<file path="src/lir_pkg.sv">
// ----------------------------------------------------------------------------
// lir_pkg
// Shared constants and types for the linear interpolation resampler.
// ----------------------------------------------------------------------------
`default_nettype none

package lir_pkg;

  // default datapath widths
  localparam int SAMPLE_BITS_DEF = 16;
  localparam int FRAC_BITS_DEF   = 16;

  // output frames per input frame, at most
  localparam int MAX_OUT  = 16;
  localparam int CNT_BITS = $clog2(MAX_OUT);

  // configuration register indexes
  localparam int CFG_ADDR_BITS = 1;
  localparam logic [CFG_ADDR_BITS-1:0] REG_STEP = 1'b0;
  localparam logic [CFG_ADDR_BITS-1:0] REG_MODE = 1'b1;

  // channel arrangement
  typedef enum logic [1:0] {
    MODE_MONO    = 2'd0,
    MODE_STEREO  = 2'd1,
    MODE_ST2MONO = 2'd2,
    MODE_MONO2ST = 2'd3
  } mode_t;

endpackage

`default_nettype wire

</file>
<file path="src/linear_interp_resampler_core.sv">
// ----------------------------------------------------------------------------
// linear_interp_resampler_core
// Linear interpolation sample rate converter with a streaming interface.
// ----------------------------------------------------------------------------
// Each input frame transfer yields zero or more output frames, interpolated
// between the previous and current input frames at a Q4.FRAC_BITS phase that
// advances by the step register per output; tlast marks the final output of
// an input. An input frame that gives no output passes through IDLE and
// FINISH only; one that gives n frames (up to the cap of 16) steps through
// MUL_L, MUL_R and EMIT for each, waiting in EMIT while the output side
// stalls, then FINISH. The single shared multiplier is used once per
// channel for each output frame, and EMIT loads the output register.
// in_tready is high only while the sequencer is idle; a finished frame
// waiting in the output register does not hold off the next input transfer.
// ----------------------------------------------------------------------------
`default_nettype none

module linear_interp_resampler_core #(
  parameter int SAMPLE_BITS = lir_pkg::SAMPLE_BITS_DEF,
  parameter int FRAC_BITS   = lir_pkg::FRAC_BITS_DEF
) (
  input  wire logic                                   clk,
  input  wire logic                                   rst_n,
  // configuration
  input  wire logic                                   cfg_we,
  input  wire logic [lir_pkg::CFG_ADDR_BITS-1:0]      cfg_addr,
  input  wire logic [FRAC_BITS+3:0]                   cfg_wdata,
  // input frames; tdata: in_left, in_right
  input  wire logic                                   in_tvalid,
  output      logic                                   in_tready,
  input  wire logic [((2*SAMPLE_BITS+7)/8)*8-1:0]     in_tdata,
  // output frames; tdata: out_left, out_right
  output      logic                                   out_tvalid,
  input  wire logic                                   out_tready,
  output      logic [((2*SAMPLE_BITS+7)/8)*8-1:0]     out_tdata,
  output      logic                                   out_tlast
);

  import lir_pkg::*;

  localparam int STEP_BITS = FRAC_BITS + 4;
  localparam int DATA_BITS = ((2*SAMPLE_BITS+7)/8)*8;
  localparam logic [STEP_BITS-1:0] PHASE_ONE = STEP_BITS'(1) << FRAC_BITS;
  localparam logic [CNT_BITS-1:0]  CNT_LAST  = CNT_BITS'(MAX_OUT - 1);

  typedef enum logic [2:0] {
    ST_IDLE,
    ST_MUL_L,
    ST_MUL_R,
    ST_EMIT,
    ST_FINISH
  } state_t;

  state_t                         state_r, state_nxt;
  logic [STEP_BITS-1:0]           step_r, step_nxt;
  mode_t                          mode_r, mode_nxt;
  logic [STEP_BITS-1:0]           phase_r, phase_nxt;
  logic signed [SAMPLE_BITS-1:0]  prev_left_r, prev_left_nxt;
  logic signed [SAMPLE_BITS-1:0]  prev_right_r, prev_right_nxt;
  logic signed [SAMPLE_BITS-1:0]  cur_left_r, cur_left_nxt;
  logic signed [SAMPLE_BITS-1:0]  cur_right_r, cur_right_nxt;
  logic signed [SAMPLE_BITS-1:0]  left_hold_r, left_hold_nxt;
  logic [CNT_BITS-1:0]            cnt_r, cnt_nxt;
  logic                           out_valid_r, out_valid_nxt;
  logic signed [SAMPLE_BITS-1:0]  out_left_r, out_left_nxt;
  logic signed [SAMPLE_BITS-1:0]  out_right_r, out_right_nxt;
  logic                           out_last_r, out_last_nxt;

  // shared interpolator
  logic                           mul_start;
  logic signed [SAMPLE_BITS-1:0]  mul_a, mul_b, mul_res;

  // emit-cycle datapath
  logic                           stereo_in;
  logic [STEP_BITS:0]             phase_sum;
  logic [STEP_BITS-1:0]           phase_sat;
  logic                           frame_last;
  logic                           out_free;
  logic signed [SAMPLE_BITS:0]    mix_sum;
  logic signed [SAMPLE_BITS-1:0]  emit_left, emit_right;
  logic signed [SAMPLE_BITS-1:0]  in_left, in_right;

  assign in_left  = in_tdata[SAMPLE_BITS-1:0];
  assign in_right = in_tdata[2*SAMPLE_BITS-1:SAMPLE_BITS];

  assign stereo_in = (mode_r inside {MODE_STEREO, MODE_ST2MONO});

  assign mul_start = (state_r == ST_MUL_L) || (state_r == ST_MUL_R);
  assign mul_a     = (state_r == ST_MUL_R) ? prev_right_r : prev_left_r;
  assign mul_b     = (state_r == ST_MUL_R) ? cur_right_r  : cur_left_r;

  lir_interp_unit #(
    .SAMPLE_BITS (SAMPLE_BITS),
    .FRAC_BITS   (FRAC_BITS)
  ) u_interp (
    .clk    (clk),
    .start  (mul_start),
    .a      (mul_a),
    .b      (mul_b),
    .frac   (phase_r[FRAC_BITS:0]),
    .result (mul_res)
  );

  // phase advance saturates at full scale
  assign phase_sum  = {1'b0, phase_r} + {1'b0, step_r};
  assign phase_sat  = phase_sum[STEP_BITS] ? '1 : phase_sum[STEP_BITS-1:0];
  assign frame_last = (phase_sat > PHASE_ONE) || (cnt_r == CNT_LAST);
  assign out_free   = !out_valid_r || out_tready;

  // in EMIT the unit holds the right channel, left was captured into left_hold in MUL_R
  assign mix_sum = $signed({left_hold_r[SAMPLE_BITS-1], left_hold_r})
                 + $signed({mul_res[SAMPLE_BITS-1], mul_res});

  always_comb begin
    emit_left  = left_hold_r;
    emit_right = left_hold_r;
    case (mode_r)
      MODE_STEREO:  emit_right = mul_res;
      MODE_ST2MONO: begin
        emit_left  = mix_sum[SAMPLE_BITS:1];
        emit_right = mix_sum[SAMPLE_BITS:1];
      end
      default: ;
    endcase
  end

  always_comb begin
    state_nxt      = state_r;
    step_nxt       = step_r;
    mode_nxt       = mode_r;
    phase_nxt      = phase_r;
    prev_left_nxt  = prev_left_r;
    prev_right_nxt = prev_right_r;
    cur_left_nxt   = cur_left_r;
    cur_right_nxt  = cur_right_r;
    left_hold_nxt  = left_hold_r;
    cnt_nxt        = cnt_r;
    out_valid_nxt  = out_valid_r && !out_tready;
    out_left_nxt   = out_left_r;
    out_right_nxt  = out_right_r;
    out_last_nxt   = out_last_r;

    if (cfg_we) begin
      case (cfg_addr)
        REG_STEP: step_nxt = cfg_wdata;
        REG_MODE: mode_nxt = mode_t'(cfg_wdata[1:0]);
        default: ;
      endcase
    end

    case (state_r)
      ST_IDLE: begin
        if (in_tvalid) begin
          cur_left_nxt  = in_left;
          cur_right_nxt = stereo_in ? in_right : prev_right_r;
          cnt_nxt       = '0;
          state_nxt     = (phase_r <= PHASE_ONE) ? ST_MUL_L : ST_FINISH;
        end
      end
      ST_MUL_L: state_nxt = ST_MUL_R;
      ST_MUL_R: begin
        left_hold_nxt = mul_res;
        state_nxt     = ST_EMIT;
      end
      ST_EMIT: begin
        if (out_free) begin
          out_valid_nxt = 1'b1;
          out_left_nxt  = emit_left;
          out_right_nxt = emit_right;
          out_last_nxt  = frame_last;
          phase_nxt     = phase_sat;
          cnt_nxt       = cnt_r + CNT_BITS'(1);
          state_nxt     = frame_last ? ST_FINISH : ST_MUL_L;
        end
      end
      ST_FINISH: begin
        // phase at or below one here only after the cap: clamp to zero
        phase_nxt     = (phase_r > PHASE_ONE) ? (phase_r - PHASE_ONE) : '0;
        prev_left_nxt = cur_left_r;
        if (stereo_in) begin
          prev_right_nxt = cur_right_r;
        end
        state_nxt = ST_IDLE;
      end
      default: state_nxt = ST_IDLE;
    endcase
  end

  always_ff @(posedge clk) begin
    if (!rst_n) begin
      state_r      <= ST_IDLE;
      step_r       <= PHASE_ONE;
      mode_r       <= MODE_MONO;
      phase_r      <= PHASE_ONE;
      prev_left_r  <= '0;
      prev_right_r <= '0;
      out_valid_r  <= 1'b0;
    end else begin
      state_r      <= state_nxt;
      step_r       <= step_nxt;
      mode_r       <= mode_nxt;
      phase_r      <= phase_nxt;
      prev_left_r  <= prev_left_nxt;
      prev_right_r <= prev_right_nxt;
      out_valid_r  <= out_valid_nxt;
    end
    cur_left_r  <= cur_left_nxt;
    cur_right_r <= cur_right_nxt;
    left_hold_r <= left_hold_nxt;
    cnt_r       <= cnt_nxt;
    out_left_r  <= out_left_nxt;
    out_right_r <= out_right_nxt;
    out_last_r  <= out_last_nxt;
  end

  assign in_tready  = (state_r == ST_IDLE);
  assign out_tvalid = out_valid_r;
  assign out_tdata  = DATA_BITS'({out_right_r, out_left_r});
  assign out_tlast  = out_last_r;

endmodule

`default_nettype wire

</file>
<file path="src/lir_interp_unit.sv">
// ----------------------------------------------------------------------------
// lir_interp_unit
// Shared interpolator: a + floor((b - a) * frac / 2^FRAC_BITS), product and a registered on start.
// ----------------------------------------------------------------------------
`default_nettype none

module lir_interp_unit #(
  parameter int SAMPLE_BITS = 16,
  parameter int FRAC_BITS   = 16
) (
  input  wire logic                          clk,
  input  wire logic                          start,
  input  wire logic signed [SAMPLE_BITS-1:0] a,
  input  wire logic signed [SAMPLE_BITS-1:0] b,
  input  wire logic        [FRAC_BITS:0]     frac,
  output      logic signed [SAMPLE_BITS-1:0] result
);

  localparam int PROD_BITS = SAMPLE_BITS + FRAC_BITS + 3;

  logic signed [SAMPLE_BITS:0]     diff;
  logic signed [PROD_BITS-1:0]     prod_c;
  logic signed [PROD_BITS-1:0]     prod_r;
  logic signed [SAMPLE_BITS-1:0]   a_r;

  assign diff   = $signed({b[SAMPLE_BITS-1], b}) - $signed({a[SAMPLE_BITS-1], a});
  assign prod_c = diff * $signed({1'b0, frac});

  always_ff @(posedge clk) begin
    if (start) begin
      prod_r <= prod_c;
      a_r    <= a;
    end
  end

  // floor shift; low bits suffice since the result lies between a and b
  assign result = a_r + $signed(prod_r[FRAC_BITS +: SAMPLE_BITS]);

endmodule

`default_nettype wire
</file>
<file path="config.mk">
export PLATFORM = sky130hd
export DESIGN_NAME = linear_interp_resampler_core
export DESIGN_NICKNAME = d
export VERILOG_FILES = /design/src/lir_pkg.sv /design/src/linear_interp_resampler_core.sv /design/src/lir_interp_unit.sv
export SDC_FILE = /design/constraint.sdc
export NUM_CORES = 1
export LEC_CHECK = 0
export ABC_CLOCK_PERIOD_IN_PS = 9500
export BUFFER_PORTS_ARGS = -buffer_cell sky130_fd_sc_hd__buf_2
export CAP_MARGIN = 20
export CORE_MARGIN = 4
export CORE_UTILIZATION = 58
export CTS_CLUSTER_SIZE = 14
export DETAILED_ROUTE_END_ITERATION = 8
export PLACE_DENSITY = 0.82
export SLEW_MARGIN = 20
export SYNTH_ARGS = -nofsm -noshare
export SYNTH_HDL_FRONTEND = slang
export SYNTH_HIERARCHICAL = 1
export SYNTH_SLANG_ARGS = --single-unit
export TNS_END_PERCENT = 30
</file>
<file path="constraint.sdc">
create_clock -name clk -period 9.5 [get_ports clk]
set_input_delay 0.95 -clock clk [delete_from_list [all_inputs] [get_ports clk]]
set_output_delay 0.95 -clock clk [all_outputs]
set_load 0.005 [all_outputs]
</file>
==> impl_metrics.yaml <==
global_routing:
  grt_pass1_wl_um: 78970
  grt_max_degree: 77
  grt_usage_pct: 25.64
  antenna_found_initial: 2
  overflow: 0
  grt_pass1_vias: 15853
final_layout:
  n_antenna_cell: 0
  n_fill_cell: 2688
  drive_gt1_share_pct: 11.32
  nets: 2622
  area_growth_pct: 7.699
  utilization_pct: 63.77
cts:
  cts_buffers: 17
  cts_buffer_depth: 2
  clkTransAtPathRegs_ps: 80
  htreeDepth: 4
  clock-sinks: 195
  cts_root_buf: "clkbuf_16"
  cts_tree: "yes"
  clock_latency_ps: 460
  cts_hold_buffers: 0
sta:
  grt_setup_unrepaired: "no"
  finalCriticalPeriod_ps: 8953
  worst_slew_pin_slew_ps: 1080
  relSlewSlack_pct: 27.68
  clock_skew_ps: 10.18
  max_freq_mhz: 111.7
  hold_slack_ps: 466.0
  slew_viol_final: 0
  setup_violations: 0
  hold_viol: 0
  finalCritPeriodShare_pct: 94.24
  fin_setup_tns_ps: 0
die:
  die_h_um: 193.7
  die_x_um: 193.7
  dieArea_mm2: 0.03753
  start_util_pct: 59.21
  rows: 67
  design.core.area_mm2: 0.03378
  num_io_pins: 93
logic_synthesis:
  synth_xor_area_share_pct: 3.434
  yosysUniqueCellTypes: 76
  ys_warn_count: 6
  synth_edf_count: 117
  synth.mux.area_fraction_pct: 3.140
  synth_cells: 2099
  synth_simple_gate_area_share_pct: 15.26
  ys_seq_elements: 195
  synth-async-reset-ratio_pct: 0
  syn-num-nets: 2561
  synth_top_family_by_area: "adder cells"
  synth_area_per_cell_um2: 9.530
  synth_compound_area_share_pct: 11.36
  syn_area_mm2: 0.02000
  synth_adder_area_share_pct: 33.79
  synth-main-ff-cell: "edfxtp_1"
  ys_seq_area_share_pct: 25.37
power_and_ir_drop:
  powerDensity_mw_per_mm2: 339.2
  leakagePower_nw: 9.824
  power.total_mw: 7.309
  ir_drop_mv: 0.3258
worst_setup_path:
  worstSetupStartpointType: "register"
  critical_path_peak_fanout: 48
  cp_slowest_cell: "fa_1"
  required_ps: 9710
  crit_path_end_kind: "register"
  path_class: "register to register"
  critical_path.most_common_cell: "fa_1"
  slowest_delay_ps: 540
  cp.arrival_ps: 9160
outcome:
  outcome: "finished, final reports clean"
routing:
  first_pass_iters: 6
  routed_wl_um: 47050
  via_count: 15018
  drtIter0Drc: 1104
  vias_per_cell: 5.730
  wire_per_inst_um: 17.95
  drc: 0
  drtAntennaViolNets: 0
hold_path:
  hold_path.class: "register to register"
placement:
  post-dp-hpwl_um: 35900
  place_congestion: 0.8998
  port_buffers: 92
flow_run:
  cap_violations: 0
## layout make-up
class	instances	area, um^2	area share, %
Timing Repair Buffer	118	670.6	3.113
Tap cell	448	560.5	2.602
Sequential cell	195	5076	23.56
Inverter	324	1216	5.645
Multi-Input combinational cell	1504	13440	62.40
Clock buffer	18	439.2	2.038
Clock inverter	14	138.9	0.6446
## logic make-up after synthesis
kind of cell	after synthesis
fa+ha+maj	404
compound gates	340
flops	195
buf+inv	400
mux	56
xor+xnor	75
simple gates	629
## power by group
part / switching, mW / total (mW) / internal, mW
Combinational: 3.10 / 5.17 / 2.07
Clock: 0.354 / 0.710 / 0.356
Sequential: 0.130 / 1.43 / 1.30
## synthesized netlist by cell type, types with 5 or more instances
cell	instances	area, um^2
inv_1	324	1216
nand2_1	301	1130
fa_1	227	4544
ha_1	177	2215
edfxtp_1	117	3513
and2_1	112	700.7
dfxtp_1	78	1562
a21oi_1	76	380.4
a21boi_0	66	495.5
o21ai_0	65	325.3
clkbuf_1	64	240.2
nor2_1	56	210.2
mux2_2	54	608.1
nor2b_1	49	306.5
xnor2_1	44	385.4
xor2_1	27	236.5
a21o_1	23	172.7
nand3_1	21	105.1
nor3_1	18	90.09
a22oi_1	15	112.6
a211oi_1	12	90.09
or2_2	12	75.07
o21a_1	11	82.58
o21bai_1	11	82.58
nand2b_1	10	62.56
and3_1	9	56.30
and4_1	8	70.07
or3_1	7	43.79
o31ai_1	6	45.04
buf_2	5	25.02
## placed cells by master, fill, tap and decap left out, drive strengths merged, types with 9 or more instances in the layout
master / instances
a211oi: 12
a21boi: 68
a21o: 23
a21oi: 80
a22oi: 15
and2: 112
and3: 9
buf: 118
clkbuf: 18
dfxtp: 78
edfxtp: 117
fa: 227
ha: 177
inv: 332
mux2: 54
nand2: 302
nand2b: 10
nand3: 21
nor2: 56
nor2b: 50
nor3: 18
o21a: 11
o21ai: 70
o21bai: 12
or2: 12
xnor2: 48
xor2: 27
## routing by layer
layer,global-route usage (%),share of wire [%]
met5,0,0.026
met4,8.445,2.8
met3,4.466,6.4
met2,43.45,49
met1,33.69,42
## flip-flops by register name, summed over array words and instances, names as in the netlist
name,cells
cur_left_r,16
out_left_r,16
mode_r,2
cnt_r,4
phase_r,20
u_interp/a_r,16
u_interp/prod_r,16
out_tlast,1
cur_right_r,16
out_tvalid,1
step_r,20
prev_right_r,16
out_right_r,16
prev_left_r,16
state_r,3
left_hold_r,16
## critical path: cells and delay by family, from the launching register on
kind	cells	cell delay [ps]
fa+ha+maj	9	3800
compound gates	10	1760
flops	1	410
mux	1	390
buf+inv	7	800
simple gates	5	1240
xor+xnor	2	200
## through the flow
step	worst slack, ps	instance area [um^2]	instances
3_3_place_gp	677.6	20930	2588
6_report	547.1	21540	2621
2_1_floorplan	485.1	20000	2099
4_1_cts	426.4	21520	2621
3_5_place_dp	460.4	20940	2589
5_1_grt	143.2	21540	2621
## repair_timing
item / 4_1_cts / 5_1_grt
endpoints found under the setup margin: 0 / 7
buffers inserted: 0 / 0
gates resized for setup: 0 / 3
hold endpoints to repair: 0 / 0
## final timing paths
path	from	to	slack, ps	cells after the start
min reg2reg	prev_left_r[10]	prev_left_r[10]	470	2
max reg2reg	state_r[1]	u_interp/prod_r[31]	550	34
min	prev_left_r[10]	prev_left_r[10]	470	2
max	state_r[1]	u_interp/prod_r[31]	550	34
Note: power is estimated with default switching activity, not from simulation.
